### src/rtl/core/usrb_pkg.sv
// Shared types, register codes, bit positions and helper functions of the serial register block.
package usrb_pkg;

  localparam int USRB_QUEUE_DEPTH = 2;
  localparam int IN_DATA_W        = 16;
  localparam int IN_USER_W        = 3;
  localparam int OUT_DATA_W       = 32;

  typedef enum logic [2:0] {
    REQ_READ     = 3'd0,
    REQ_WRITE    = 3'd1,
    REQ_RX_CHAR  = 3'd2,
    REQ_RX_BREAK = 3'd3,
    REQ_TICK     = 3'd4,
    REQ_SPI      = 3'd5,
    REQ_NONE     = 3'd6
  } req_kind_t;

  typedef enum logic [2:0] {
    ADDR_CTL0  = 3'd0,
    ADDR_CTL1  = 3'd1,
    ADDR_BR0   = 3'd2,
    ADDR_BR1   = 3'd3,
    ADDR_MCTL  = 3'd4,
    ADDR_STAT  = 3'd5,
    ADDR_RXBUF = 3'd6,
    ADDR_TXBUF = 3'd7
  } reg_addr_t;

  // spi modes in ctl0[2:1]
  typedef enum logic [1:0] {
    SPI_MODE_3PIN   = 2'd0,
    SPI_MODE_STE_HI = 2'd1,
    SPI_MODE_STE_LO = 2'd2,
    SPI_MODE_I2C    = 2'd3
  } spi_mode_t;

  // control0 bits
  localparam int CTL0_SYNC  = 0;
  localparam int CTL0_7BIT  = 4;
  localparam int CTL0_MSB   = 5;
  // control1 bits
  localparam int CTL1_SWRST = 0;
  localparam int CTL1_TXBRK = 1;
  localparam int CTL1_DORM  = 3;
  localparam int CTL1_BRKIE = 4;
  localparam int CTL1_RXEIE = 5;
  // status bits
  localparam int STAT_BUSY   = 0;
  localparam int STAT_RXERR  = 2;
  localparam int STAT_BRK    = 3;
  localparam int STAT_OE     = 5;
  localparam int STAT_LISTEN = 7;
  localparam logic [7:0] STAT_RX_BITS = 8'h76;

  typedef struct packed {
    req_kind_t  kind;
    reg_addr_t  addr;
    logic [7:0] data;
    logic       ste;
  } usrb_item_t;

  typedef struct packed {
    logic empty;
    logic full;
  } usrb_q_status_t;

  function automatic logic [7:0] rev8(input logic [7:0] v);
    logic [7:0] r;
    for (int i = 0; i < 8; i++) begin
      r[i] = v[7-i];
    end
    return r;
  endfunction

  function automatic logic [7:0] load_conv(input logic [7:0] ctl0, input logic [7:0] d);
    logic [7:0] r;
    r = d;
    if (ctl0[CTL0_MSB]) begin
      r = rev8(d);
      if (ctl0[CTL0_7BIT]) begin
        r = r >> 1;
      end
    end
    return r;
  endfunction

  function automatic logic [7:0] tx_conv(input logic [7:0] ctl0, input logic [7:0] t);
    logic [7:0] r;
    r = t;
    if (ctl0[CTL0_7BIT]) begin
      r = r & 8'h7f;
    end
    if (ctl0[CTL0_MSB]) begin
      r = rev8(r);
      if (ctl0[CTL0_7BIT]) begin
        r = r >> 1;
      end
    end
    return r;
  endfunction

endpackage

### src/rtl/core/usrb_front.sv
// Input side: takes items off the slave stream and classifies them for the queue.
module usrb_front (
  input  logic                                   clk,
  input  logic                                   rst,
  input  logic                                   s_tvalid,
  output logic                                   s_tready,
  input  logic [usrb_pkg::IN_DATA_W-1:0]         s_tdata,  // reg_addr[2:0], data_in[10:3], ste_level[11]
  input  logic [usrb_pkg::IN_USER_W-1:0]         s_tuser,  // req_type[2:0]
  input  usrb_pkg::usrb_q_status_t               q_stat,
  output logic                                   push,
  output usrb_pkg::usrb_item_t                   item
);
  import usrb_pkg::*;

  req_kind_t kind;
  logic      seen_reset;

  // holds ready low from reset until seen_reset is set by a clock edge with rst low
  always_ff @(posedge clk) begin
    if (rst) begin
      seen_reset <= 1'b0;
    end else begin
      seen_reset <= 1'b1;
    end
  end

  always_comb begin
    if (s_tuser > IN_USER_W'(REQ_SPI)) begin
      kind = REQ_NONE;
    end else begin
      kind = req_kind_t'(s_tuser);
    end
  end

  assign s_tready   = seen_reset && !q_stat.full;
  assign push       = s_tvalid && s_tready;
  assign item.kind  = kind;
  assign item.addr  = reg_addr_t'(s_tdata[2:0]);
  assign item.data  = s_tdata[10:3];
  assign item.ste   = s_tdata[11];

endmodule

### src/rtl/core/usrb_queue.sv
// Short queue of classified items between the front and the back.
module usrb_queue #(
  parameter int DEPTH = usrb_pkg::USRB_QUEUE_DEPTH
) (
  input  logic                     clk,
  input  logic                     rst,
  input  logic                     push,
  input  usrb_pkg::usrb_item_t     push_item,
  input  logic                     pop,
  output usrb_pkg::usrb_item_t     head,
  output usrb_pkg::usrb_q_status_t q_stat
);
  import usrb_pkg::*;

  localparam int PW = $clog2(DEPTH);
  localparam int CW = $clog2(DEPTH + 1);
  localparam logic [PW-1:0] LAST = PW'(DEPTH - 1);
  localparam logic [CW-1:0] FULL_CNT = CW'(DEPTH);

  usrb_item_t    mem [DEPTH];
  logic [PW-1:0] wr_ptr;
  logic [PW-1:0] rd_ptr;
  logic [CW-1:0] count;

  always_ff @(posedge clk) begin
    if (push) begin
      mem[wr_ptr] <= push_item;
    end
  end

  always_ff @(posedge clk) begin
    if (rst) begin
      wr_ptr <= '0;
      rd_ptr <= '0;
      count  <= '0;
    end else begin
      if (push) begin
        wr_ptr <= (wr_ptr == LAST) ? '0 : wr_ptr + 1'b1;
      end
      if (pop) begin
        rd_ptr <= (rd_ptr == LAST) ? '0 : rd_ptr + 1'b1;
      end
      if (push && !pop) begin
        count <= count + 1'b1;
      end else if (pop && !push) begin
        count <= count - 1'b1;
      end
    end
  end

  assign head         = mem[rd_ptr];
  assign q_stat.empty = (count == '0);
  assign q_stat.full  = (count == FULL_CNT);

endmodule

### src/rtl/core/usrb_back.sv
// Execution side: register file, flag logic and the registered result stream.
module usrb_back (
  input  logic                                clk,
  input  logic                                rst,
  input  usrb_pkg::usrb_item_t                head,
  input  usrb_pkg::usrb_q_status_t            q_stat,
  output logic                                pop,
  output logic                                m_tvalid,
  input  logic                                m_tready,
  output logic [usrb_pkg::OUT_DATA_W-1:0]     m_tdata
);
  import usrb_pkg::*;

  logic [7:0]  control0, control0_next;
  logic [7:0]  control1, control1_next;
  logic [15:0] baud_divider, baud_divider_next;
  logic [7:0]  modulation, modulation_next;
  logic [7:0]  status_bits, status_bits_next;
  logic [7:0]  receive_byte, receive_byte_next;
  logic [7:0]  transmit_byte, transmit_byte_next;
  logic        sending, sending_next;
  logic        send_ready, send_ready_next;
  logic        unread_flag, unread_flag_next;
  logic        rx_irq_level, rx_irq_level_next;
  logic        tx_irq_level, tx_irq_level_next;

  logic [7:0]  rd_data, tx_char, spi_out, rx_char;
  logic        tx_valid, tx_break, clear_fifos, timer_start, timer_stop;
  logic        do_send, do_rx, spi_take;
  spi_mode_t   spi_mode;

  assign pop = !q_stat.empty && (!m_tvalid || m_tready);
  assign spi_mode = spi_mode_t'(control0[2:1]);

  always_comb begin
    control0_next      = control0;
    control1_next      = control1;
    baud_divider_next  = baud_divider;
    modulation_next    = modulation;
    status_bits_next   = status_bits;
    receive_byte_next  = receive_byte;
    transmit_byte_next = transmit_byte;
    sending_next       = sending;
    send_ready_next    = send_ready;
    unread_flag_next   = unread_flag;
    rx_irq_level_next  = rx_irq_level;
    tx_irq_level_next  = tx_irq_level;
    rd_data     = '0;
    tx_valid    = 1'b0;
    tx_char     = '0;
    tx_break    = 1'b0;
    spi_out     = '0;
    clear_fifos = 1'b0;
    timer_start = 1'b0;
    timer_stop  = 1'b0;
    do_send     = 1'b0;
    do_rx       = 1'b0;
    rx_char     = '0;
    spi_take    = 1'b0;

    case (head.kind)
      REQ_READ: begin
        unique case (head.addr)
          ADDR_CTL0: rd_data = control0;
          ADDR_CTL1: rd_data = control1;
          ADDR_BR0:  rd_data = baud_divider[7:0];
          ADDR_BR1:  rd_data = baud_divider[15:8];
          ADDR_MCTL: rd_data = modulation;
          ADDR_STAT: begin
            status_bits_next[STAT_BUSY] = sending;
            rd_data = {status_bits[7:1], sending};
          end
          ADDR_RXBUF: begin
            rx_irq_level_next = 1'b0;
            status_bits_next  = status_bits & ~STAT_RX_BITS;
            unread_flag_next  = 1'b0;
            rd_data = receive_byte;
          end
          ADDR_TXBUF: rd_data = transmit_byte;
          default: rd_data = '0;
        endcase
      end
      REQ_WRITE: begin
        unique case (head.addr)
          ADDR_CTL0: begin
            control0_next = head.data;
            timer_stop = !control1[CTL1_SWRST];
          end
          ADDR_CTL1: begin
            control1_next = head.data;
            if (head.data[CTL1_SWRST] != control1[CTL1_SWRST]) begin
              timer_stop = 1'b1;
              if (head.data[CTL1_SWRST]) begin
                clear_fifos       = 1'b1;
                rx_irq_level_next = 1'b0;
                tx_irq_level_next = 1'b1;
                sending_next      = 1'b0;
                send_ready_next   = 1'b1;
                unread_flag_next  = 1'b0;
                status_bits_next  = status_bits & ~STAT_RX_BITS;
              end
            end
          end
          ADDR_BR0: begin
            baud_divider_next[7:0] = head.data;
            timer_stop = !control1[CTL1_SWRST];
          end
          ADDR_BR1: begin
            baud_divider_next[15:8] = head.data;
            timer_stop = !control1[CTL1_SWRST];
          end
          ADDR_MCTL: begin
            modulation_next = head.data;
            timer_stop = !control1[CTL1_SWRST] && !control0[CTL0_SYNC];
          end
          ADDR_STAT: status_bits_next = head.data;
          ADDR_RXBUF: ;
          ADDR_TXBUF: begin
            transmit_byte_next = head.data;
            do_send = 1'b1;
          end
          default: ;
        endcase
      end
      REQ_RX_CHAR: begin
        if (!control1[CTL1_SWRST] && !status_bits[STAT_LISTEN]) begin
          do_rx   = 1'b1;
          rx_char = head.data;
        end
      end
      REQ_RX_BREAK: begin
        status_bits_next[STAT_BRK] = 1'b1;
        if (control1[CTL1_BRKIE]) begin
          rx_irq_level_next = 1'b1;
        end
        do_rx   = 1'b1;
        rx_char = '0;
      end
      REQ_TICK: begin
        if (send_ready) begin
          sending_next = 1'b0;
        end else begin
          do_send = 1'b1;
        end
      end
      REQ_SPI: begin
        spi_take = !control1[CTL1_SWRST] && !status_bits[STAT_LISTEN] &&
                   control0[CTL0_SYNC] && (spi_mode != SPI_MODE_I2C) &&
                   !((spi_mode == SPI_MODE_STE_HI) && !head.ste) &&
                   !((spi_mode == SPI_MODE_STE_LO) && head.ste);
        if (spi_take) begin
          if (unread_flag) begin
            status_bits_next[STAT_OE] = 1'b1;
          end else begin
            receive_byte_next = load_conv(control0, head.data);
            unread_flag_next  = 1'b1;
            rx_irq_level_next = 1'b1;
          end
          tx_irq_level_next = 1'b1;
          send_ready_next   = 1'b1;
          spi_out = tx_conv(control0, transmit_byte);
        end
      end
      default: ;
    endcase

    // transmit, then loop back in listen mode
    if (do_send) begin
      tx_valid = 1'b1;
      if (control1_next[CTL1_TXBRK]) begin
        tx_break = 1'b1;
        control1_next[CTL1_TXBRK] = 1'b0;
      end else begin
        tx_char = tx_conv(control0_next, transmit_byte_next);
      end
      if (status_bits_next[STAT_LISTEN]) begin
        do_rx   = 1'b1;
        rx_char = transmit_byte_next;
      end
      timer_start = 1'b1;
      if (!send_ready_next) begin
        tx_irq_level_next = 1'b1;
      end
      sending_next    = 1'b1;
      send_ready_next = 1'b1;
    end

    if (do_rx) begin
      if (unread_flag_next) begin
        status_bits_next[STAT_OE]    = 1'b1;
        status_bits_next[STAT_RXERR] = 1'b1;
        if (control1_next[CTL1_RXEIE]) begin
          rx_irq_level_next = 1'b1;
        end
      end else begin
        receive_byte_next = load_conv(control0_next, rx_char);
        unread_flag_next  = 1'b1;
        if (!control1_next[CTL1_DORM]) begin
          rx_irq_level_next = 1'b1;
        end
      end
    end
  end

  always_ff @(posedge clk) begin
    if (rst) begin
      control0      <= '0;
      control1      <= 8'h01;
      baud_divider  <= '0;
      modulation    <= '0;
      status_bits   <= '0;
      receive_byte  <= '0;
      transmit_byte <= '0;
      sending       <= 1'b0;
      send_ready    <= 1'b1;
      unread_flag   <= 1'b0;
      rx_irq_level  <= 1'b0;
      tx_irq_level  <= 1'b1;
      m_tvalid      <= 1'b0;
    end else if (pop) begin
      control0      <= control0_next;
      control1      <= control1_next;
      baud_divider  <= baud_divider_next;
      modulation    <= modulation_next;
      status_bits   <= status_bits_next;
      receive_byte  <= receive_byte_next;
      transmit_byte <= transmit_byte_next;
      sending       <= sending_next;
      send_ready    <= send_ready_next;
      unread_flag   <= unread_flag_next;
      rx_irq_level  <= rx_irq_level_next;
      tx_irq_level  <= tx_irq_level_next;
      m_tvalid      <= 1'b1;
    end else if (m_tready) begin
      m_tvalid      <= 1'b0;
    end
  end

  always_ff @(posedge clk) begin
    if (pop) begin
      m_tdata <= {1'b0, timer_stop, timer_start, clear_fifos, tx_irq_level_next,
                  rx_irq_level_next, spi_out, tx_break, tx_char, tx_valid, rd_data};
    end
  end

endmodule

### src/rtl/core/uart_spi_serial_register_block_top.sv
// Top level of the serial register block: front, item queue and back.
// A result passes through the item queue and the output register to the master side.
// Throughput: one item per cycle; the back retires one queued item each cycle the
// output register is free or being taken, the queue holds QUEUE_DEPTH items.
// Reset: rst is synchronous, active high; it empties the queue, drops m_tvalid and
// loads the register reset values (control1 software reset set, tx irq high).
module uart_spi_serial_register_block_top #(
  parameter int QUEUE_DEPTH = usrb_pkg::USRB_QUEUE_DEPTH
) (
  input  logic                              clk,
  input  logic                              rst,
  input  logic                              s_tvalid,
  output logic                              s_tready,
  input  logic [usrb_pkg::IN_DATA_W-1:0]    s_tdata,  // reg_addr[2:0], data_in[10:3], ste_level[11]
  input  logic [usrb_pkg::IN_USER_W-1:0]    s_tuser,  // req_type[2:0]
  output logic                              m_tvalid,
  input  logic                              m_tready,
  output logic [usrb_pkg::OUT_DATA_W-1:0]   m_tdata   // rd_data[7:0], tx_valid[8], tx_char[16:9],
                                                      // tx_break[17], spi_out[25:18], rx_irq[26],
                                                      // tx_irq[27], clear_fifos[28],
                                                      // timer_start[29], timer_stop[30]
);
  import usrb_pkg::*;

  usrb_item_t     push_item;
  usrb_item_t     head;
  usrb_q_status_t q_stat;
  logic           push;
  logic           pop;

  usrb_front u_front (
    .clk      (clk),
    .rst      (rst),
    .s_tvalid (s_tvalid),
    .s_tready (s_tready),
    .s_tdata  (s_tdata),
    .s_tuser  (s_tuser),
    .q_stat   (q_stat),
    .push     (push),
    .item     (push_item)
  );

  usrb_queue #(
    .DEPTH (QUEUE_DEPTH)
  ) u_queue (
    .clk       (clk),
    .rst       (rst),
    .push      (push),
    .push_item (push_item),
    .pop       (pop),
    .head      (head),
    .q_stat    (q_stat)
  );

  usrb_back u_back (
    .clk      (clk),
    .rst      (rst),
    .head     (head),
    .q_stat   (q_stat),
    .pop      (pop),
    .m_tvalid (m_tvalid),
    .m_tready (m_tready),
    .m_tdata  (m_tdata)
  );

`ifndef ASSERT_OFF
  // a software reset entry leaves tx irq high and rx irq low
  a_swrst_irq: assert property (@(posedge clk) disable iff (rst)
    m_tvalid && m_tdata[28] |-> m_tdata[27] && !m_tdata[26])
    else $error("clear_fifos without irq reset levels");

  // every transmission starts the character timer; a break carries no character
  a_tx_timer: assert property (@(posedge clk) disable iff (rst)
    m_tvalid && m_tdata[8] |-> m_tdata[29] && !(m_tdata[17] && (m_tdata[16:9] != 8'h00)))
    else $error("transmit without timer start or break with data");

  // the back never retires from an empty queue
  a_pop_nonempty: assert property (@(posedge clk) disable iff (rst)
    pop |-> !q_stat.empty)
    else $error("pop from empty queue");

  // a retired item shows up on the output in the next cycle
  a_pop_result: assert property (@(posedge clk) disable iff (rst)
    pop |=> m_tvalid)
    else $error("retired item produced no result");
`endif

endmodule

### config.mk
export PLATFORM = sky130hd
export DESIGN_NAME = uart_spi_serial_register_block_top
export DESIGN_NICKNAME = d
export VERILOG_FILES = /design/src/rtl/core/usrb_pkg.sv /design/src/rtl/core/usrb_front.sv /design/src/rtl/core/usrb_queue.sv /design/src/rtl/core/usrb_back.sv /design/src/rtl/core/uart_spi_serial_register_block_top.sv
export SDC_FILE = /design/constraint.sdc
export NUM_CORES = 1
export LEC_CHECK = 0
export BUFFER_PORTS_ARGS = -buffer_cell sky130_fd_sc_hd__buf_2
export CORE_MARGIN = 2
export CORE_UTILIZATION = 25
export CTS_CLUSTER_SIZE = 25
export DETAILED_ROUTE_END_ITERATION = 7
export PLACE_DENSITY = 0.42
export SLEW_MARGIN = 25
export SYNTH_ARGS = -nofsm -noshare
export SYNTH_HDL_FRONTEND = slang
export SYNTH_SLANG_ARGS = --single-unit
export TNS_END_PERCENT = 10
### constraint.sdc
create_clock -name clk -period 7.6 [get_ports clk]
set_input_delay 1.52 -clock clk [delete_from_list [all_inputs] [get_ports clk]]
set_output_delay 1.52 -clock clk [all_outputs]
set_load 0.02 [all_outputs]
==> results.py, run 1 <==
metrics = {
    "routing": {
        "ant_nets": 0,
        "wl_per_cell_um": 19.60,
        "vias": 5628,
        "dr.pass1.iters": 5,
        "drt_iter0_drc": 491,
        "drcViolationCount": 0,
        "wl_um": 21580,
        "viasPerCell": 5.112,
    },
    "timing": {
        "fmax_ghz": 0.2766,
        "setup_slack_ps": 3985,
        "slew_headroom": 0.3390,
        "skew_ps": 11.95,
        "period_share": 0.4756,
        "grt_setup_unrepaired": "no",
        "period_minus_slack_ps": 3615,
        "setup_viol": 0,
        "slew_violations": 0,
        "hold_viol": 0,
        "tns_ps": 0,
        "tightest_slew_ps": 972.3,
    },
    "synth": {
        "synth_warnings": 0,
        "syn_avg_cell_area_sq_um": 9.674,
        "synth_seq_area_share": 0.4816,
        "synth_top_area_share": 0.2627,
        "ys_ff_latch": 135,
        "ys_top_cells_by_area": "edfxtp_1 26%, dfxtp_1 22%, nor2_1 6.7%",
        "yosys.area.top_type": "edfxtp_1",
        "ys.flop_type": "dfxtp_1",
        "synth-edff-count": 60,
        "async_flop_share": 0,
        "syn_area_sq_um": 6859,
        "synth_fp_nets": 733,
        "postSynthCellCount": 709,
        "ys_types": 81,
    },
    "clock_tree": {
        "htreeDepth": 4,
        "cts_tree": "built",
        "clk_path_buf_depth": 2,
        "cts_setup_buffers": 0,
        "clkSinkCount": 135,
        "insertion_delay_ps": 430,
        "numCtsBuffers": 17,
        "postCtsHoldBufs": 0,
        "postCtsResizedCells": 0,
        "cts_root_buffer": "clkbuf_16",
        "cts.clk_slew.worst_paths_ps": 70,
    },
    "floorplan": {
        "rows": 60,
        "die_h_um": 169.6,
        "dieArea_sq_um": 28780,
        "core-area_sq_um": 26950,
        "fp.dieW_um": 169.6,
        "io_pins": 57,
        "start_util": 0.2545,
    },
    "power_and_ir_drop": {
        "powerDensity_nw_per_um2": 310.5,
        "power.total_mw": 2.498,
        "ir_drop_mv": 0.1096,
        "leakagePower_nw": 2.694,
    },
    "setup_path": {
        "crit_fanout": 45,
        "cpPeakStageDelay_ps": 730,
        "slowest_stage": "a221oi_4",
        "worstSetupEndpointType": "flip-flop",
        "worstPathArrival_ps": 3930,
        "crit_chain": "buf_4 -> mux2_2 -> a221oi_4 -> mux2i_1 -> o22ai_1 -> a221o_1 -> o221a_1",
        "required_ps": 7910,
        "critical_path_class": "reg -> reg",
        "crit_path_start_kind": "flip-flop",
        "reg2reg_depth": 7,
    },
    "cells_and_area": {
        "drive_gt1_frac": 0.1855,
        "nets": 771,
        "diodes": 0,
        "syn_to_final_growth_pct": 17.27,
        "final_util": 0.2985,
        "instances_no_fill": 1101,
    },
    "place": {
        "dp_cells": 1069,
        "gp_congestion": 0.8164,
        "portBuffers": 51,
        "place_ws_ps": 3990,
        "hpwlAfterDp_um": 14750,
    },
    "hold_path": {
        "worstHoldPathType": "reg -> reg",
        "hold_depth": 1,
        "min_from": "u_back.tx_irq_level",
    },
    "grt": {
        "overflow": 0,
        "grt_max_degree": 46,
        "grt_usage": 0.1560,
        "antenna_found_initial": 0,
        "grt_pass1_vias": 5395,
        "grt_pass1_wl_um": 33710,
    },
    "run_status": {
        "status": "finished clean",
    },
    "job": {
        "max-cap-violations": 0,
    },
}
## synth_stat cells (3+ instances only)
| master | number |
|---|---|
| a21boi_0 | 3 |
| nand2b_1 | 6 |
| buf_4 | 5 |
| inv_1 | 11 |
| nand4b_1 | 3 |
| mux2i_1 | 36 |
| a211oi_1 | 53 |
| o22ai_1 | 4 |
| a222oi_1 | 5 |
| o21ai_1 | 3 |
| buf_2 | 5 |
| a31oi_1 | 12 |
| nor2_1 | 122 |
| a21oi_1 | 48 |
| nor2_4 | 3 |
| xnor2_1 | 3 |
| o22a_1 | 5 |
| o2111ai_1 | 4 |
| mux2_2 | 11 |
| buf_6 | 5 |
| clkbuf_1 | 32 |
| a22oi_1 | 8 |
| or3_1 | 3 |
| o211ai_1 | 10 |
| or2_2 | 3 |
| nor3_1 | 13 |
| edfxtp_1 | 60 |
| o21ai_0 | 33 |
| nand3_1 | 4 |
| dfxtp_1 | 75 |
| o2111a_1 | 4 |
| nand4_1 | 3 |
| and2_1 | 3 |
| a221o_1 | 3 |
| nand2_1 | 55 |
## area by class of cell
cell class,count,area [sq um]
clock inverters,12,146.4
inverters,13,50.05
flip-flops and latches,135,3304
repair buffers,69,390.4
clock buffers,20,456.7
fillers,2861,18910
well taps,341,426.7
multi-input cells,511,3269
## metrics by stage
stage | area (sq um) | hold slack (ps)
global route | 8044 | 470.3
detailed placement | 7440 | 424.0
global placement | 7437 | 416.5
CTS | 8043 | 439.6
floorplan | 6859 | 410.3
finish | 8044 | 438.9
## path summary, 6_finish.rpt
check / to / slack, ps
max: u_back.receive_byte[6] / 3990
min: u_back.tx_irq_level / 440
max reg2reg: u_back.receive_byte[6] / 3990
min reg2reg: u_back.tx_irq_level / 440
## cell families (layout without fill, tap and decap cells)
kind of cell	Yosys count	after routing	share of synthesized area
AND/OR/NAND/NOR	235	235	0.1583
AO/OA/AOI/OAI	218	218	0.2267
other	1	1	0.0005467
XOR/XNOR	5	5	0.006386
multiplexers	51	51	0.08081
flip-flops	135	135	0.4816
adder cells (fa/ha/maj)	1	1	0.001824
buffers and inverters	63	114	0.04378
## cell usage in the layout (no fill, tap or decap), types with 18 or more instances in the layout
| master | instances |
|---|---|
| nand2_1 | 55 |
| a21oi_1 | 48 |
| edfxtp_1 | 60 |
| mux2i_1 | 34 |
| buf_4 | 18 |
| o21ai_0 | 32 |
| nor2_1 | 121 |
| a211oi_1 | 53 |
| dfxtp_1 | 74 |
| buf_2 | 51 |
## flip-flops by register name (all words and copies together), names as in the netlist, named ones only
| register | cells |
|---|---|
| u_back.status_bits | 7 |
| u_back.m_tdata | 30 |
| u_back.transmit_byte | 8 |
| u_back.tx_irq_level | 1 |
| u_back.rx_irq_level | 1 |
| u_queue.count | 2 |
| u_back.sending | 1 |
| u_back.receive_byte | 8 |
| u_back.baud_divider | 16 |
| u_back.modulation | 8 |
| u_back.m_tvalid | 1 |
| u_back.control0 | 8 |
| u_front.seen_reset | 1 |
| u_queue.rd_ptr | 1 |
| u_back.unread_flag | 1 |
| u_queue.mem | 30 |
| u_back.control1 | 8 |
| u_queue.wr_ptr | 1 |
| u_back.send_ready | 1 |
## worst max-delay path: cells and delay by family (launching register included)
family / cells / cell delay, ps
AOI/OAI and AO/OA: 4 / 1570
muxes: 2 / 1130
buffers and inverters: 1 / 460
DFF: 1 / 310
## layer usage
metal  part of all wire  vias to the layer above  track usage
met5                  0                        -            0
met4              0.022                        0      0.05871
met3              0.049                       31      0.02775
met2               0.44                      162       0.2284
met1               0.49                     2700       0.2274
li1                   -                     2735            -
## power by group
part / switching [mW] / total [mW] / internal, mW
Clock: 0.332 / 0.865 / 0.533
Sequential: 0.0515 / 0.943 / 0.891
Combinational: 0.490 / 0.690 / 0.199
No activity file was read; power rests on OpenSTA's default activity.
==> run 2, diff against run 1 <==
Settings changed: PLACE_DENSITY 0.42 to 0.43.
Clock period 7.6 ns to 3.3 ns, I/O delays scaled along.
==> run 2 against run 1 <==
Compared with the run above:
- largest power group unchanged
- power grew 140%
- combinational power grew 130%
- flip-flop and latch count is the same
- hold slack lost 18 ps
- highest routed layer unchanged
- critical endpoint is now u_back.receive_byte[5]
- non-clock buffer count grew 19
==> results.py, run 2 (synthesis gave the netlist of run 1 again) <==
metrics = {
    "clock_tree": {
        "clkSinkCount": 135,
        "clk_path_buf_depth": 2,
        "postCtsHoldBufs": 0,
        "cts.clk_slew.worst_paths_ps": 60,
        "cts_tree": "built",
        "insertion_delay_ps": 430,
        "numCtsBuffers": 17,
        "cts_setup_buffers": 0,
        "postCtsResizedCells": 0,
        "htreeDepth": 4,
        "cts_root_buffer": "clkbuf_16",
    },
    "hold_path": {
        "worstHoldPathType": "in -> reg",
        "hold_depth": 1,
    },
    "setup_path": {
        "required_ps": 3610,
        "critical_path_class": "reg -> reg",
        "crit_fanout": 23,
        "crit_path_start_kind": "flip-flop",
        "worstPathArrival_ps": 3300,
        "reg2reg_depth": 8,
        "worstSetupEndpointType": "flip-flop",
    },
    "run_status": {
        "status": "finished clean",
    },
    "floorplan": {
        "dieArea_sq_um": 28780,
        "fp.dieW_um": 169.6,
        "io_pins": 57,
        "rows": 60,
        "start_util": 0.2545,
        "core-area_sq_um": 26950,
        "die_h_um": 169.6,
    },
    "cells_and_area": {
        "syn_to_final_growth_pct": 20.32,
        "layout_commonest_cell": "nor2_1",
        "diodes": 0,
        "drive_gt1_frac": 0.2015,
        "nets": 790,
        "reg_top3": "u_back.m_tdata (30), u_queue.mem (30), u_back.baud_divider (16)",
        "mostFrequentLayoutCells": "122 x nor2_1, 74 x dfxtp_1, 60 x edfxtp_1, 55 x nand2_1, 53 x a211oi_1",
        "instances_no_fill": 1120,
    },
    "timing": {
        "hold_viol": 0,
        "slew_violations": 0,
        "tns_ps": 0,
        "slew_headroom": 0.3771,
        "period_share": 0.9058,
        "fmax_ghz": 0.3345,
        "period_minus_slack_ps": 2989,
        "grt_setup_unrepaired": "no",
        "skew_ps": 10.11,
        "setup_viol": 0,
        "tightest_slew_ps": 930.3,
    },
    "routing": {
        "drcViolationCount": 0,
        "dr.pass1.iters": 5,
        "ant_nets": 0,
        "viasPerCell": 5.037,
        "wl_per_cell_um": 19.58,
        "drt_iter0_drc": 422,
        "vias": 5641,
        "wl_um": 21930,
    },
    "place": {
        "portBuffers": 51,
        "gp_congestion": 0.8231,
        "dp_cells": 1088,
        "hpwlAfterDp_um": 15370,
    },
    "power_and_ir_drop": {
        "powerDensity_nw_per_um2": 723.5,
        "ir_drop_mv": 0.2797,
        "leakagePower_nw": 2.816,
    },
    "grt": {
        "grt_usage": 0.1549,
        "overflow": 0,
        "grt_pass1_wl_um": 33240,
        "antenna_found_initial": 0,
        "grt_max_degree": 32,
        "grt_pass1_vias": 5288,
    },
    "job": {
        "max-cap-violations": 0,
    },
}
[run 2: changes by cell type in the layout (fill, tap and decap cells not counted), sizes merged]
| cell | change |
|---|---|
| inv | -1 |
| clkinv | -3 |
| buf | +19 |
| clkbuf | +4 |
[run 2: area by class of cell]
class                   instances  area, sq um
well taps                     341        426.7
clock inverters                 8        123.9
flip-flops and latches        135         3304
multi-input cells             511         3259
fillers                      2791        18700
inverters                      13        48.80
clock buffers                  24        556.8
repair buffers                 88        533.0
[run 2: through the flow]
stage	power (mW)	setup slack [ps]	hold slack (ps)	utilization	area [sq um]
final	5.971	310.9	420.8	0.3062	8253
after global routing	6.232	130.7	417.6	0.3062	8253
after CTS	6.014	341.8	407.4	0.3062	8253
after detailed placement	3.829	376.5	427.7	0.2810	7572
after global placement	3.832	362.6	416.1	0.2810	7572
after floorplan	3.264	499.9	410.3	-	6859
[run 2: per-layer routing]
layer / vias to the layer above / GRT usage / part of all wire / routed length, um
met5: - / 0 / 0 / 0
met4: 0 / 0.05500 / 0.022 / 487
met3: 26 / 0.03265 / 0.046 / 1017
met2: 152 / 0.2366 / 0.44 / 9676
met1: 2697 / 0.2160 / 0.49 / 10740
li1: 2766 / - / - / -
[run 2: critical path, cell delays in order (launching register included)]
cell and delay, ps:
dfxtp_2 600, mux2_2 510, a221oi_4 210, buf_4 290, mux2i_1 490, o22a_1 270, o22ai_1 100, nor3_1 270
o41ai_2 110
[run 2: path summary, 6_finish.rpt]
kind,slack (ps),from,end
max,310,flip-flop,u_back.receive_byte[5]
min,420,s_tdata[3],u_queue.mem[1][1]
max reg2reg,310,flip-flop,u_back.receive_byte[5]
min reg2reg,440,u_back.tx_irq_level,u_back.tx_irq_level
[run 2: report_power, final]
part | leakage [nW] | total (mW) | internal [mW] | switching (mW)
Clock | 0.338 | 2.18 | 1.41 | 0.764
Sequential | 1.17 | 2.19 | 2.05 | 0.142
Combinational | 1.30 | 1.60 | 0.490 | 1.11
Total | 2.82 | 5.97 | 3.95 | 2.02
